`src/hw/rtl/lmsr_pkg.sv`:
```
// ----------------------------------------------------------------------------
// LED matrix scan refresh: package
// Shared constants, command type and state encodings.
// ----------------------------------------------------------------------------
`timescale 1ns / 1ps

package lmsr_pkg;

    localparam int SCAN_ROWS_DEF = 16;
    localparam int ROW_BYTES_DEF = 8;
    localparam int CMD_DEPTH     = 2;
    localparam int NUM_RAMS      = 4;
    localparam int CMD_ROW_W     = 5;
    localparam int PIXEL_W       = 8;
    localparam int FRAME_W       = 8;
    localparam int ROW_SEL_W     = 4;
    localparam int PIX_ROW_W     = 5;
    localparam int BYTE_COL_W    = 3;

    localparam logic [7:0] TICK_DIVIDE_RESET = 8'd5;

    // RAM index is {plane, bottom half}
    localparam int RAM_RED_TOP = 0;
    localparam int RAM_RED_BOT = 1;
    localparam int RAM_GRN_TOP = 2;
    localparam int RAM_GRN_BOT = 3;

    typedef struct packed {
        logic [CMD_ROW_W-1:0] row;
        logic [FRAME_W-1:0]   frames_before;
        logic [FRAME_W-1:0]   frames_after;
    } t_cmd;

    typedef enum logic {
        FR_CLEAR,
        FR_RUN
    } t_front_state;

    typedef enum logic [1:0] {
        BK_IDLE,
        BK_LOAD,
        BK_SHIFT
    } t_back_state;

endpackage

```
`src/hw/rtl/lmsr_back.sv`:
```
// ----------------------------------------------------------------------------
// LED matrix scan refresh: back end
// Loads one row pair from the framebuffers, then shifts it out one pixel
// clock per result, with row select on every result and latch on the last.
// ----------------------------------------------------------------------------
`timescale 1ns / 1ps

module lmsr_back import lmsr_pkg::*; #(
    parameter int SCAN_ROWS = SCAN_ROWS_DEF,
    parameter int ROW_BYTES = ROW_BYTES_DEF,
    localparam int HALF_DEPTH = SCAN_ROWS * ROW_BYTES,
    localparam int AW = $clog2(HALF_DEPTH)
) (
    input  logic                 i_clk,
    input  logic                 i_rst_n,
    input  logic                 i_cmd_empty,
    input  t_cmd                 i_cmd,
    output logic                 o_cmd_pop,
    output logic                 o_loading,
    output logic [AW-1:0]        o_raddr,
    input  logic [PIXEL_W-1:0]   i_rd_data [NUM_RAMS],
    input  logic                 i_pop,
    output logic                 o_empty,
    output logic                 o_red_top_level,
    output logic                 o_green_top_level,
    output logic                 o_red_bottom_level,
    output logic                 o_green_bottom_level,
    output logic                 o_latch_row,
    output logic [ROW_SEL_W-1:0] o_row_select,
    output logic [FRAME_W-1:0]   o_frames_shown,
    output logic                 o_last
);

    localparam int LINE_W = ROW_BYTES * PIXEL_W;
    localparam int LDW    = $clog2(ROW_BYTES + 1);
    localparam int PXW    = $clog2(LINE_W);

    t_back_state          r_state, n_state;
    t_cmd                 r_cmd, n_cmd;
    logic [LDW-1:0]       r_ld, n_ld;
    logic [PXW-1:0]       r_pix, n_pix;
    logic [LINE_W-1:0]    r_line [NUM_RAMS];
    logic [LINE_W-1:0]    n_line [NUM_RAMS];
    logic                 r_out_valid, n_out_valid;
    logic [NUM_RAMS-1:0]  r_dat, n_dat;
    logic                 r_fin, n_fin;
    logic [ROW_SEL_W-1:0] r_row_sel, n_row_sel;
    logic [FRAME_W-1:0]   r_frames, n_frames;

    logic                 ld_done;
    logic                 fin;
    logic                 emit;
    logic [31:0]          rd_lin;

    always_comb begin
        ld_done = (r_ld == LDW'(ROW_BYTES));
        fin     = (r_pix == PXW'(LINE_W - 1));
        emit    = (r_state == BK_SHIFT) && (!r_out_valid || i_pop);
    end

    always_comb begin
        n_state = r_state;
        case (r_state)
            BK_IDLE: begin
                if (!i_cmd_empty) begin
                    n_state = BK_LOAD;
                end
            end
            BK_LOAD: begin
                if (ld_done) begin
                    n_state = BK_SHIFT;
                end
            end
            BK_SHIFT: begin
                if (emit && fin) begin
                    n_state = BK_IDLE;
                end
            end
            default: begin
                n_state = BK_IDLE;
            end
        endcase
    end

    always_comb begin
        o_cmd_pop = 1'b0;
        o_loading = 1'b0;
        rd_lin    = 32'(r_cmd.row) * 32'(ROW_BYTES) + 32'(r_ld);
        o_raddr   = rd_lin[AW-1:0];
        case (r_state)
            BK_IDLE: begin
                o_cmd_pop = !i_cmd_empty;
            end
            BK_LOAD: begin
                o_loading = 1'b1;
            end
            BK_SHIFT: begin
                o_loading = 1'b0;
            end
            default: begin
                o_cmd_pop = 1'b0;
            end
        endcase
    end

    always_comb begin
        n_cmd       = o_cmd_pop ? i_cmd : r_cmd;
        n_ld        = r_ld;
        n_pix       = r_pix;
        n_out_valid = emit ? 1'b1 : (i_pop ? 1'b0 : r_out_valid);
        n_dat       = r_dat;
        n_fin       = r_fin;
        n_row_sel   = r_row_sel;
        n_frames    = r_frames;
        for (int i = 0; i < NUM_RAMS; i++) begin
            n_line[i] = r_line[i];
        end
        if (o_cmd_pop) begin
            n_ld  = '0;
            n_pix = '0;
        end
        if (r_state == BK_LOAD) begin
            n_ld = r_ld + 1'b1;
            if (r_ld != '0) begin
                for (int i = 0; i < NUM_RAMS; i++) begin
                    n_line[i] = (r_line[i] << PIXEL_W) | LINE_W'(i_rd_data[i]);
                end
            end
        end
        if (emit) begin
            n_pix     = fin ? '0 : r_pix + 1'b1;
            for (int i = 0; i < NUM_RAMS; i++) begin
                n_line[i] = r_line[i] << 1;
                n_dat[i]  = ~r_line[i][LINE_W-1];
            end
            n_fin     = fin;
            n_row_sel = ROW_SEL_W'(r_cmd.row);
            n_frames  = fin ? r_cmd.frames_after : r_cmd.frames_before;
        end
    end

    always_ff @(posedge i_clk) begin
        if (!i_rst_n) begin
            r_state     <= BK_IDLE;
            r_ld        <= '0;
            r_pix       <= '0;
            r_out_valid <= 1'b0;
        end else begin
            r_state     <= n_state;
            r_ld        <= n_ld;
            r_pix       <= n_pix;
            r_out_valid <= n_out_valid;
        end
    end

    always_ff @(posedge i_clk) begin
        r_cmd     <= n_cmd;
        r_dat     <= n_dat;
        r_fin     <= n_fin;
        r_row_sel <= n_row_sel;
        r_frames  <= n_frames;
        for (int i = 0; i < NUM_RAMS; i++) begin
            r_line[i] <= n_line[i];
        end
    end

    assign o_empty              = !r_out_valid;
    assign o_red_top_level      = r_dat[RAM_RED_TOP];
    assign o_green_top_level    = r_dat[RAM_GRN_TOP];
    assign o_red_bottom_level   = r_dat[RAM_RED_BOT];
    assign o_green_bottom_level = r_dat[RAM_GRN_BOT];
    assign o_latch_row          = r_fin;
    assign o_last               = r_fin;
    assign o_row_select         = r_row_sel;
    assign o_frames_shown       = r_frames;

endmodule

```
`config.mk`:
```
export PLATFORM = sky130hd
export DESIGN_NAME = lmsr_back
export DESIGN_NICKNAME = d
export VERILOG_FILES = /design/src/hw/rtl/lmsr_pkg.sv /design/src/hw/rtl/lmsr_back.sv
export SDC_FILE = /design/constraint.sdc
export NUM_CORES = 1
export LEC_CHECK = 0
export BUFFER_PORTS_ARGS = -buffer_cell sky130_fd_sc_hd__buf_4
export CORE_MARGIN = 5
export CORE_UTILIZATION = 54
export CTS_BUF_LIST = sky130_fd_sc_hd__clkbuf_8 sky130_fd_sc_hd__clkbuf_16
export CTS_CLUSTER_DIAMETER = 200
export CTS_CLUSTER_SIZE = 8
export DETAILED_ROUTE_END_ITERATION = 16
export PLACE_DENSITY = 0.85
export SYNTH_ARGS = -nofsm -noshare
export SYNTH_HDL_FRONTEND = slang
export SYNTH_SLANG_ARGS = --single-unit
```
`constraint.sdc`:
```
create_clock -name i_clk -period 20 [get_ports i_clk]
set_input_delay 1 -clock i_clk [delete_from_list [all_inputs] [get_ports i_clk]]
set_output_delay 1 -clock i_clk [all_outputs]
set_load 0.03 [all_outputs]
```
==> summary by stage, run 1 <==
Status
The run finished with clean final reports.

Clocking
Buffers added to address setup during post-CTS repair amount to 0. The clock input transition at the sequential cells of the worst setup and hold paths is 0.05 ns. The number of buffers inserted for hold repair after clock tree synthesis is 0. The TritonCTS sink count is 306. TritonCTS built the clock tree.

In this run, post-CTS repair resized a total of 0 instances. The clock latency on the worst-skew pair is 0.53 ns. The tree is rooted in a sky130_fd_sc_hd__clkbuf_16. The clock tree synthesis step divided the H-tree into 2 levels.

The maximum clock path buffer count is 3. The total clock buffers created by CTS is 44.

Synth
The per-instance average area after synthesis is 16.95 um2. The most used flip-flop cell after synthesis is sky130_fd_sc_hd__edfxtp_1. After synthesis, the share of flip-flops with an asynchronous set or reset is 0. The total of warnings raised by yosys is 0.

Of the post-synthesis cell area, the dominant cell type holds 0.7131. The synthesized design contains 289 enable-type register cells. sky130_fd_sc_hd__edfxtp_1 takes more of the synthesized area than any other cell. The mapped netlist covers 12170 um2.

The post-synth net total is 780. The most used standard cell by instance count after synthesis is sky130_fd_sc_hd__edfxtp_1. The fraction of the yosys area taken by sequential cells is 0.7411. After synthesis, the netlist uses 41 different library cells.

After technology mapping, the gate count stands at 718. The count of state elements after synthesis is 306. Yosys attributes the largest share of cell area to sky130_fd_sc_hd__edfxtp_1 (71%), sky130_fd_sc_hd__a22o_1 (18%), sky130_fd_sc_hd__dfxtp_1 (2.8%). After synthesis, the most frequently instantiated cells are sky130_fd_sc_hd__edfxtp_1 (289), sky130_fd_sc_hd__a22o_1 (252), sky130_fd_sc_hd__buf_2 (54).

Placed design
The setup slack after placement is 16.60 ns. The post-place instance area is 12920 um2. The post-DP HPWL is 11830 um.

The last weighted congestion value of the routability-driven placer is 0.7414. Buffers placed on the I/O ports in this run total 83.

Worst setup path
The required time of the critical path is 20.12 ns. The largest driver fanout on the critical path is 73. The endpoint arrival time on the critical path is 3.11 ns. The critical path starts at r_ld[0]$_SDFFE_PN0P_.

The startpoint-to-endpoint class of the critical path is reg2reg. The worst setup path is captured at a flop. The slack of the worst reg-to-reg path is 17.01 ns. The most critical setup path has its endpoint at r_line[1][51]$_DFFE_PP_. The launching point of the worst reg2reg path is r_ld[0]$_SDFFE_PN0P_. The worst setup path is launched from a flop. Counting cells, the worst reg-to-reg path comes to 7.

The endpoint of the worst register-to-register path is r_line[1][51]$_DFFE_PP_.

Floorplanning
The area of the placeable core is 22430 um2. The die covers 25640 um2. The top-level I/O count is 85. The width of the die is 160.1 um. The row count is 55. For this configuration, the core starts out at a cell density of 0.5424.

From bottom edge to top edge, the die measures 160.1 um.

Drt
The final routed wire length divided by cell count is 19.33 um. The number of design-rule violations left by the first detailed-router iteration is 581. Once detail routing completed, the nets flagged for antenna violations numbered 0. For this run, the detailed router's first-pass iteration total came to 6. After detailed routing, the number of remaining DRC violations is 0. The average vias per placed instance is 6.106. For this block, the via count after detailed routing is 6771.

The routed wire length is 21440 um.

Timing
Setup violations remaining at the end of the flow were counted as 0. The number of hold violations in the final report is 0. The smallest setup slack after layout is 17.01 ns. Across the routed clock network, the largest skew measured is 0.03460 ns. In this run the tightest slew margin relative to its limit is 0.1553.

The fmax is 334.5 MHz. The final critical path time including I/O delays and setup is 2.989 ns. The final worst-path cycle share is 0.1495. The number of max-slew violations in the final report is 0. The worst hold margin is 0.4500 ns. Adding up every negative setup slack in the final design gives 0 ns. Setup repair after global routing left no endpoint under its margin.

The worst-margin pin slew is 1.267 ns.

Final layout
The final layout net count is 855. The share of cells above drive strength 1 is 0.1881. The repair_antennas step left the layout with diodes totalling 0.

Once layout is complete, the utilization of the core stands at 0.6332. The finished cells cover 14200 um2. Relative to the synthesized area, the layout overhead comes to 16.73%.

Global routing
The global-route met2 utilization is 0.2482. The global routing stage identified its most utilized layer as met2. The fraction of met3 tracks used by global routing is 0.04335. The initial antenna violation count was 0. The total track usage is 0.1602. The first-pass GRT wire length is 33940 um. The number of global-route vias before repair is 6657. After global routing the overflow that remains totals 0. The pin count of the biggest net entering global routing is 267. The global routing met1 resource utilization is 0.2279.

Power
The analysis attributes to cell leakage a power of 0.005122 uW. The power density normalized to cell area is 101.4 nW/um2. Across the VDD grid, the largest voltage drop is 0.08069 mV.

Job
The tool flagged a number of max-cap violations equal to 0.

Hold path
The class of the most critical hold timing path is reg2reg. In this run the most critical hold path is launched from r_cmd[16]$_DFFE_PP_.
[area by class of cell]
type                       instances  area [um2]
clock buffer                      45        1126
tap                              285       356.6
clock inverter                    32       156.4
timing repair buffer              92       703.2
inverter                          11       41.29
fill                            1558        8229
multi-input combinational        338        2803
sequential                       306        9019
[worst min-delay path by stage]
stage / endpoint / slack (ns) / depth (start not counted)
3_3_place_gp: o_row_select[0]$_DFFE_PP_ / 0.44 / 0
5_1_grt: o_row_select[0]$_DFFE_PP_ / 0.46 / 0
3_5_place_dp: o_row_select[0]$_DFFE_PP_ / 0.46 / 0
4_1_cts: o_row_select[0]$_DFFE_PP_ / 0.45 / 0
6_report: o_row_select[0]$_DFFE_PP_ / 0.45 / 0
2_1_floorplan: o_row_select[0]$_DFFE_PP_ / 0.43 / 0
[routing by layer]
metal	up-vias	share of wire
met1	3393	0.44
met2	197	0.47
met3	29	0.070
met5	-	0
li1	3152	-
met4	0	0.016
[state kept, by name, summed over array words and instances, names as in the netlist]
name and flops:
r_out_valid 1, r_ld 4, o_last 1, r_pix 6
r_dat 4, o_row_select 4, r_state 2, o_frames_shown 8
r_line 256, r_cmd 20
[power by group]
part	internal [uW]	total [uW]	switching [uW]
sequential	722	733	10.8
clock	403	660	257
combinational	20.6	48.3	27.7
[cell families after synthesis]
logic type	count (synthesis)	synth area share
AO/OA/AOI/OAI	281	0.1961
flip-flops	306	0.7411
buffers and inverters	74	0.03085
adder cells (fa/ha/maj)	5	0.005141
AND/OR/NAND/NOR	42	0.01799
multiplexers	8	0.007403
XOR/XNOR	2	0.001440
[critical path: stages (launching register included)]
cell	delay, ns
sky130_fd_sc_hd__dfxtp_1	0.43
sky130_fd_sc_hd__inv_1	0.07
sky130_fd_sc_hd__ha_1	0.22
sky130_fd_sc_hd__nand2b_1	0.12
sky130_fd_sc_hd__o21ai_0	0.17
sky130_fd_sc_hd__o21ai_4	0.11
sky130_fd_sc_hd__buf_4	0.55
sky130_fd_sc_hd__buf_4	0.83
[layout by cell type, fill, tap and decap left out, types with 2 or more instances in the layout]
cell / instances
sky130_fd_sc_hd__a21oi_1: 13
sky130_fd_sc_hd__buf_4: 91
sky130_fd_sc_hd__nand3_1: 2
sky130_fd_sc_hd__clkbuf_16: 45
sky130_fd_sc_hd__nor2_1: 9
sky130_fd_sc_hd__or3_1: 2
sky130_fd_sc_hd__inv_1: 39
sky130_fd_sc_hd__nand2_1: 12
sky130_fd_sc_hd__a32oi_1: 2
sky130_fd_sc_hd__a22o_1: 252
sky130_fd_sc_hd__dfxtp_1: 17
sky130_fd_sc_hd__nand2b_1: 2
sky130_fd_sc_hd__nand3b_1: 2
sky130_fd_sc_hd__edfxtp_1: 289
sky130_fd_sc_hd__mux2_2: 8
sky130_fd_sc_hd__o21ai_0: 4
sky130_fd_sc_hd__nor3_1: 3
sky130_fd_sc_hd__ha_1: 5
[metrics by stage]
step | cells | total power, uW
global route | 1109 | 1490
finish | 1109 | 1441
global placement | 1032 | 790.3
CTS | 1109 | 1455
floorplan | 718 | 786.5
detailed placement | 1032 | 793.0
Note: power is estimated with default switching activity, not from simulation.
==> run 2, diff against run 1 <==
==> constraint.sdc (replaced) <==
create_clock -name i_clk -period 2.6 [get_ports i_clk]
set_input_delay 0.13 -clock i_clk [delete_from_list [all_inputs] [get_ports i_clk]]
set_output_delay 0.13 -clock i_clk [all_outputs]
set_load 0.03 [all_outputs]
==> summary by stage, run 2 (synthesized netlist as in run 1, its figures left out) <==
Drt
The count of TritonRoute iterations in the first routing pass was 4 (-2). The number of design-rule violations left by the first detailed-router iteration is 609 (+4.8%). The remaining number of nets flagged by the antenna check after routing came to 0 (unchanged). The number of DRC violations after detailed routing is 0 (unchanged). The detailed-route via count is 7174 (+6.0%). The final routed wire length divided by cell count is 20.10 um (+4.0%). The average vias per placed instance is 6.075 (-0.51%).

The routed wire length is 23740 um (+11%).

Final layout
The final layout net count is 928 (+8.5%). The antenna diode count is 0 (unchanged). The register bank with the most flops is r_line.

The share of cells above drive strength 1 was 0.1953 (+0.007206). The flip-flop count of the largest register, all copies and words added was 256 (unchanged). The area growth from synthesis to final layout is 23.93%. The top cell types in the final layout, fill and taps aside, are sky130_fd_sc_hd__edfxtp_1 (289), sky130_fd_sc_hd__a22o_1 (252), sky130_fd_sc_hd__buf_4 (94), sky130_fd_sc_hd__dlygate4sd3_1 (54), sky130_fd_sc_hd__clkbuf_16 (44). Leaving out fill and tap cells, the most frequent cell in the layout is sky130_fd_sc_hd__edfxtp_1.

Clocking
The maximum clock path buffer count is 3 (unchanged). The total clock buffers created by CTS is 44 (unchanged). The clock latency on the worst-skew pair came to 0.54 ns (about the same). The quantity of gates resized following cts is 0 (unchanged). The TritonCTS clock tree is done. The buffer cell driving the clock tree root is sky130_fd_sc_hd__clkbuf_16. The TritonCTS sink count is 306 (unchanged). The clock input transition at the sequential cells of the worst setup and hold paths was 0.05 ns (about the same).

The deepest level of the CTS H-tree is 2 (unchanged).

Timing
The number of hold violations in the final report came to 0 (unchanged). The fmax was 473.1 MHz (+41%). The smallest setup slack after layout is 0.4862 ns (-16.52 ns). The worst-margin pin slew came to 0.5645 ns (-0.7025 ns). The final worst-path cycle share came to 0.8130 (+0.6635). The number of max-slew violations in the final report is 0 (unchanged). The final setup violation count was 0 (unchanged). Setup repair after global routing left no endpoint under its margin. The final critical path time including I/O delays and setup came to 2.114 ns (-0.8754 ns).

The remaining max-slew budget at the tightest pin came to 0.6228 (+0.4674). The clock tree skew after final layout came to 0.02334 ns (-0.01126 ns).

Hold path
The worst hold path begins at i_cmd_empty. The number of cells on the worst hold path was 3 (+3). The class of the most critical hold timing path is in2reg.

Floorplanning
The row count is 55 (unchanged). The width of the die is 160.1 um (unchanged). The area of the placeable core was 22430 um2 (unchanged). The die height came to 160.1 um (unchanged).

The top-level I/O count was 85 (unchanged). The starting density of the core is 0.5424 (unchanged). The full die area is 25640 um2 (unchanged).

Placed design
The quantity of I/O buffers inserted on ports came to 83 (unchanged). The last weighted congestion value of the routability-driven placer is 0.7403 (-0.15%). The post-DP HPWL was 12920 um (+9.2%). The setup slack after placement is 0.5774 ns (-16.02 ns).

Worst setup path
The required time of the critical path came to 2.76 ns (-17.36 ns). The largest driver fanout on the critical path is 88 (+21%). The worst path buffer plus inverter count is 2 (-1). The worst setup path startpoint is r_ld[0]$_SDFFE_PN0P_.

Traced cell by cell, the critical path runs through inv_1 > ha_1 > nand2b_1 > o21ai_0 > o21ai_4 > buf_12. Grouping stages by cell kind, the critical path spends the most delay in buffers and inverters. The cell count of the worst reg-to-reg path is 6 (-1). The largest stage delay on the critical path is 0.43 ns (-0.40 ns). The library cell contributing the largest single delay on the critical path is sky130_fd_sc_hd__dfxtp_1. The endpoint arrival time on the critical path was 2.27 ns (-0.84 ns).

The launching point of the worst reg2reg path is r_ld[0]$_SDFFE_PN0P_. The critical path endpoint category is a flop. The total stage count of the critical path is 6 (-1). The startpoint-to-endpoint class of the critical path is reg2reg.

The launching element type of the critical path is a flop.

Global routing
The pin count of the biggest net entering global routing was 91 (-66%). The initial antenna violation count is 0 (unchanged). The first-pass GRT wire length was 38380 um (+13%). The number of global-route vias before repair came to 7340 (+10%).

The total global routing overflow was 0 (unchanged). The total track usage was 0.1835 (+0.02328).

Status
The run finished with clean final reports.

Power
The highest ir drop seen on vdd is 0.6344 mV (+690%). The switching part of the total is 0.2081 (+0.002909). The cell-internal power came to 8822 uW (+670%). The total power came to 11140 uW (+670%). The leakage component of the power is 0.005485 uW (+7.1%). The sequential power share was 0.506 (-0.003). The net switching power is 2319 uW (+680%). The portion of total power attributed to combinational logic came to 0.042 (+0.008). The power density normalized to cell area is 738.8 nW/um2 (+630%). The power share of the clock group is 0.452 (-0.006).

Job
The number of maximum-capacitance constraint violations is 0 (unchanged).
-- run 2: layout make-up --
class | instances | area (um2)
timing repair buffer | 165 | 1587
fill | 1417 | 7353
clock buffer | 44 | 1101
clock inverter | 32 | 161.4
tap | 285 | 356.6
multi-input combinational | 338 | 2814
sequential | 306 | 9020
inverter | 11 | 41.29
-- run 2: path summary, 6_finish.rpt --
kind	slack, ns	end
max reg2reg	0.49	r_line[1][55]$_DFFE_PP_
max	0.49	r_line[1][55]$_DFFE_PP_
min reg2reg	0.48	r_line[3][0]$_SDFFE_PP0P_
min	0.17	r_cmd[9]$_DFFE_PP_
-- run 2: power by group through the flow --
stage | sequential, uW | combinational, uW | clock (uW)
final | 5640 | 470 | 5030
after CTS | 5640 | 463 | 5120
after global placement | 5720 | 380 | 0
after detailed placement | 5730 | 393 | 0
after global routing | 5650 | 511 | 5370
after floorplan | 5720 | 244 | 0
-- run 2: routing by layer --
metal | routed length, um | part of all wire | track usage
met1 | 9938 | 0.42 | 0.2433
met2 | 12080 | 0.51 | 0.3062
met3 | 1306 | 0.055 | 0.04000
met4 | 416 | 0.018 | 0.05827
met5 | 0 | 0 | 0
-- run 2: worst register-to-register path, stage by stage (launching register included) --
cell	delay [ns]
sky130_fd_sc_hd__dfxtp_1	0.43
sky130_fd_sc_hd__inv_1	0.07
sky130_fd_sc_hd__ha_1	0.22
sky130_fd_sc_hd__nand2b_1	0.14
sky130_fd_sc_hd__o21ai_0	0.21
sky130_fd_sc_hd__o21ai_4	0.19
sky130_fd_sc_hd__buf_12	0.41
-- run 2: through the flow --
| stage | setup TNS [ns] | utilization | area [um2] | std cells | hold WS (ns) |
|---|---|---|---|---|---|
| after floorplan | -613.39 | - | 12190 | 718 | 0.2289 |
| after global placement | 0 | 0.5919 | 13280 | 1051 | 0.3082 |
| after detailed placement | 0 | 0.5919 | 13280 | 1051 | 0.3095 |
| after CTS | 0 | 0.6722 | 15080 | 1181 | 0.1392 |
| after global routing | 0 | 0.6722 | 15080 | 1181 | 0.1638 |
| final | 0 | 0.6722 | 15080 | 1181 | 0.1716 |
-- run 2: what timing repair did --
item / CTS / global route
hold endpoints to repair: 56 / 0
hold buffers: 54 / 0
buffers inserted: 0 / 0
==> run 3, diff against run 2 <==
==> constraint.sdc (replaced) <==
create_clock -name i_clk -period 1.7 [get_ports i_clk]
set_input_delay 0.085 -clock i_clk [delete_from_list [all_inputs] [get_ports i_clk]]
set_output_delay 0.085 -clock i_clk [all_outputs]
set_load 0.03 [all_outputs]
==> summary by stage, run 3 (synthesized netlist as in run 1, its figures left out) <==
Final layout
The library cell used most frequently in the layout, excluding fill and tap cells, is sky130_fd_sc_hd__edfxtp_1. The antenna diode count is 0 (unchanged). The share of cells above drive strength 1 is 0.2720 (+0.07665). The flip-flop count of the largest register, all copies and words added was 256 (unchanged). r_line holds more flip-flops than any other register.

The area of all placed cells without fillers is 16370 um2 (+8.5%). The post-route non-filler standard cell count came to 1241 (+5.1%). The number of inserted filler cells in the final layout came to 1151 (-19%).

The area growth from synthesis to final layout is 34.51%. The top cell types in the final layout, fill and taps aside, are sky130_fd_sc_hd__edfxtp_1 (289), sky130_fd_sc_hd__a22o_1 (252), sky130_fd_sc_hd__buf_4 (105), sky130_fd_sc_hd__clkbuf_16 (65), sky130_fd_sc_hd__dlygate4sd3_1 (55). The final layout net count is 997 (+7.4%).

Global routing
The number of global-route vias before repair came to 7875 (+7.3%). The total track usage was 0.2147 (+0.03113). The pin count of the biggest net entering global routing is 89 (-2.2%).

The initial antenna violation count was 0 (unchanged). The first-pass GRT wire length is 43700 um (+14%). The total global routing overflow came to 0 (unchanged).

Timing
The worst-margin pin slew came to 0.6214 ns (+0.05690 ns). The number of hold violations in the final report is 0 (unchanged). The final setup violation count is 369 (+369). The worst hold margin is 0.2518 ns (+0.08016 ns).

Setup repair after global routing could not meet its margin everywhere. The total negative slack for setup checks was -24.26 ns (-24.26 ns). The final worst-path cycle share was 1.085 (+0.2718). The fmax is 542.3 MHz (+15%). The clock tree skew after final layout was 0.03580 ns (+0.01245 ns). The final critical path time including I/O delays and setup is 1.844 ns (-0.2697 ns).

The remaining max-slew budget at the tightest pin was 0.5857 (-0.03702). The number of max-slew violations in the final report was 0 (unchanged). The smallest setup slack after layout is -0.1442 ns (-0.6303 ns).

Drt
The number of design-rule violations left by the first detailed-router iteration is 1263 (+110%). The detailed-route via count is 8510 (+19%). The average vias per placed instance came to 6.857 (+13%). The count of TritonRoute iterations in the first routing pass is 6 (+2). The routed wire length was 36340 um (+53%). The remaining number of nets flagged by the antenna check after routing is 0 (unchanged). The final routed wire length divided by cell count is 29.28 um (+46%). The number of DRC violations after detailed routing was 0 (unchanged).

Job
The number of maximum-capacitance constraint violations came to 0 (unchanged).

Worst setup path
The required time of the critical path was 1.99 ns (-0.77 ns). STA classifies the critical path startpoint as a flop. The critical path endpoint category is a flop. The largest driver fanout on the critical path came to 20 (-77%). By startpoint and endpoint, the worst setup path is classified as reg2reg. The endpoint arrival time on the critical path was 2.13 ns (-0.14 ns).

Clocking
The maximum clock path buffer count was 3 (unchanged). TritonCTS built the clock tree. The clock latency on the worst-skew pair was 0.55 ns (about the same). The buffer cell driving the clock tree root is sky130_fd_sc_hd__clkbuf_16. The clock input transition at the sequential cells of the worst setup and hold paths is 0.05 ns (about the same). The deepest level of the CTS H-tree is 2 (unchanged). The TritonCTS sink count was 306 (unchanged). The total clock buffers created by CTS is 44 (unchanged).

Power
The sequential power share is 0.488 (-0.018). The cell-internal power is 13730 uW (+56%). The power density normalized to cell area is 1083 nW/um2 (+47%). The net switching power was 4006 uW (+73%). The switching part of the total is 0.2259 (+0.01779). The portion of total power attributed to combinational logic was 0.065 (+0.023). The highest ir drop seen on vdd came to 1.303 mV (+110%). The power share of the clock group is 0.447 (-0.005). The leakage component of the power is 0.006009 uW (+9.5%).

Floorplanning
The row count was 55 (unchanged). The width of the die is 160.1 um (unchanged). The die height is 160.1 um (unchanged). The starting density of the core is 0.5424 (unchanged). The top-level I/O count is 85 (unchanged). The full die area is 25640 um2 (unchanged).

The area of the placeable core came to 22430 um2 (unchanged).

Status
The checks that failed: setup timing. The run finished, with violations left.

Placed design
The post-place instance area is 13490 um2 (+1.6%). The quantity of I/O buffers inserted on ports is 83 (unchanged). The last weighted congestion value of the routability-driven placer is 0.7580 (+2.4%).

The post-DP HPWL is 13920 um (+7.7%). The placed cell count is 1069 (+1.7%).

Hold path
The class of the most critical hold timing path is in2reg.
[run 3: cell types whose count changed in the layout (fill, tap and decap cells not counted), moves of 3 or more]
cell / delta
sky130_fd_sc_hd__ha_4: +4
sky130_fd_sc_hd__clkbuf_16: +21
sky130_fd_sc_hd__dfxtp_1: -4
sky130_fd_sc_hd__buf_16: +6
sky130_fd_sc_hd__buf_4: +11
sky130_fd_sc_hd__buf_12: +3
sky130_fd_sc_hd__inv_1: -10
sky130_fd_sc_hd__buf_8: +6
sky130_fd_sc_hd__buf_6: +18
sky130_fd_sc_hd__ha_1: -4
[run 3: per-layer routing]
layer / GRT usage / wire length, um / share of wire
met1: 0.2786 / 12890 / 0.35
met2: 0.3570 / 17870 / 0.49
met5: 0 / 0 / 0
met3: 0.04619 / 3603 / 0.099
met4: 0.08408 / 1970 / 0.054
[run 3: worst paths after layout]
check	start	to	slack, ns	cells after the start
max reg2reg	r_ld[1]$_SDFFE_PN0P_	r_line[0][4]$_DFFE_PP_	-0.14	7
min	i_cmd[2]	r_cmd[2]$_DFFE_PP_	0.25	2
min reg2reg	r_line[1][63]$_DFFE_PP_	r_dat[1]$_DFFE_PP_	0.51	1
max	r_ld[1]$_SDFFE_PN0P_	r_line[0][4]$_DFFE_PP_	-0.14	7
[run 3: critical path, cell delays in order, from the launching register on]
cell and delay [ns]:
sky130_fd_sc_hd__dfxtp_2 0.33, sky130_fd_sc_hd__inv_2 0.10, sky130_fd_sc_hd__ha_4 0.16, sky130_fd_sc_hd__nand2b_4 0.07
sky130_fd_sc_hd__buf_6 0.13, sky130_fd_sc_hd__o21a_2 0.30, sky130_fd_sc_hd__clkbuf_16 0.23, sky130_fd_sc_hd__a22o_1 0.23
[run 3: stage by stage]
step	util	setup WS, ns	total power, uW
2_1_floorplan	-	-3.334	9117
3_3_place_gp	0.6012	0.006875	9399
3_5_place_dp	0.6012	-0.02563	9444
4_1_cts	0.6948	-0.02818	17300
5_1_grt	0.7296	-0.1559	18210
6_report	0.7296	-0.1442	17730
[run 3: area by class of cell]
class / count / area [um2] / area share
Multi-Input combinational cell: 340 / 2950 / 0.1802
Inverter: 11 / 41.29 / 0.002523
Clock inverter: 23 / 133.9 / 0.008179
Tap cell: 285 / 356.6 / 0.02179
Sequential cell: 306 / 9030 / 0.5517
Clock buffer: 44 / 1101 / 0.06727
Timing Repair Buffer: 232 / 2755 / 0.1683
[run 3: timing repair]
action,in CTS,in global routing
gates cloned,3,33
endpoints found under the setup margin,299,510
gates resized for setup,29,32
endpoints found under the hold margin,66,0
pin swaps,4,5
setup buffers,13,4
hold buffers,55,0
[run 3: power groups by stage]
stage	clock [uW]	combinational [uW]	sequential [uW]
floorplan	0	373	8740
global placement	0	651	8750
detailed placement	0	680	8760
CTS	7800	874	8630
global route	8350	1200	8660
finish	7920	1160	8660
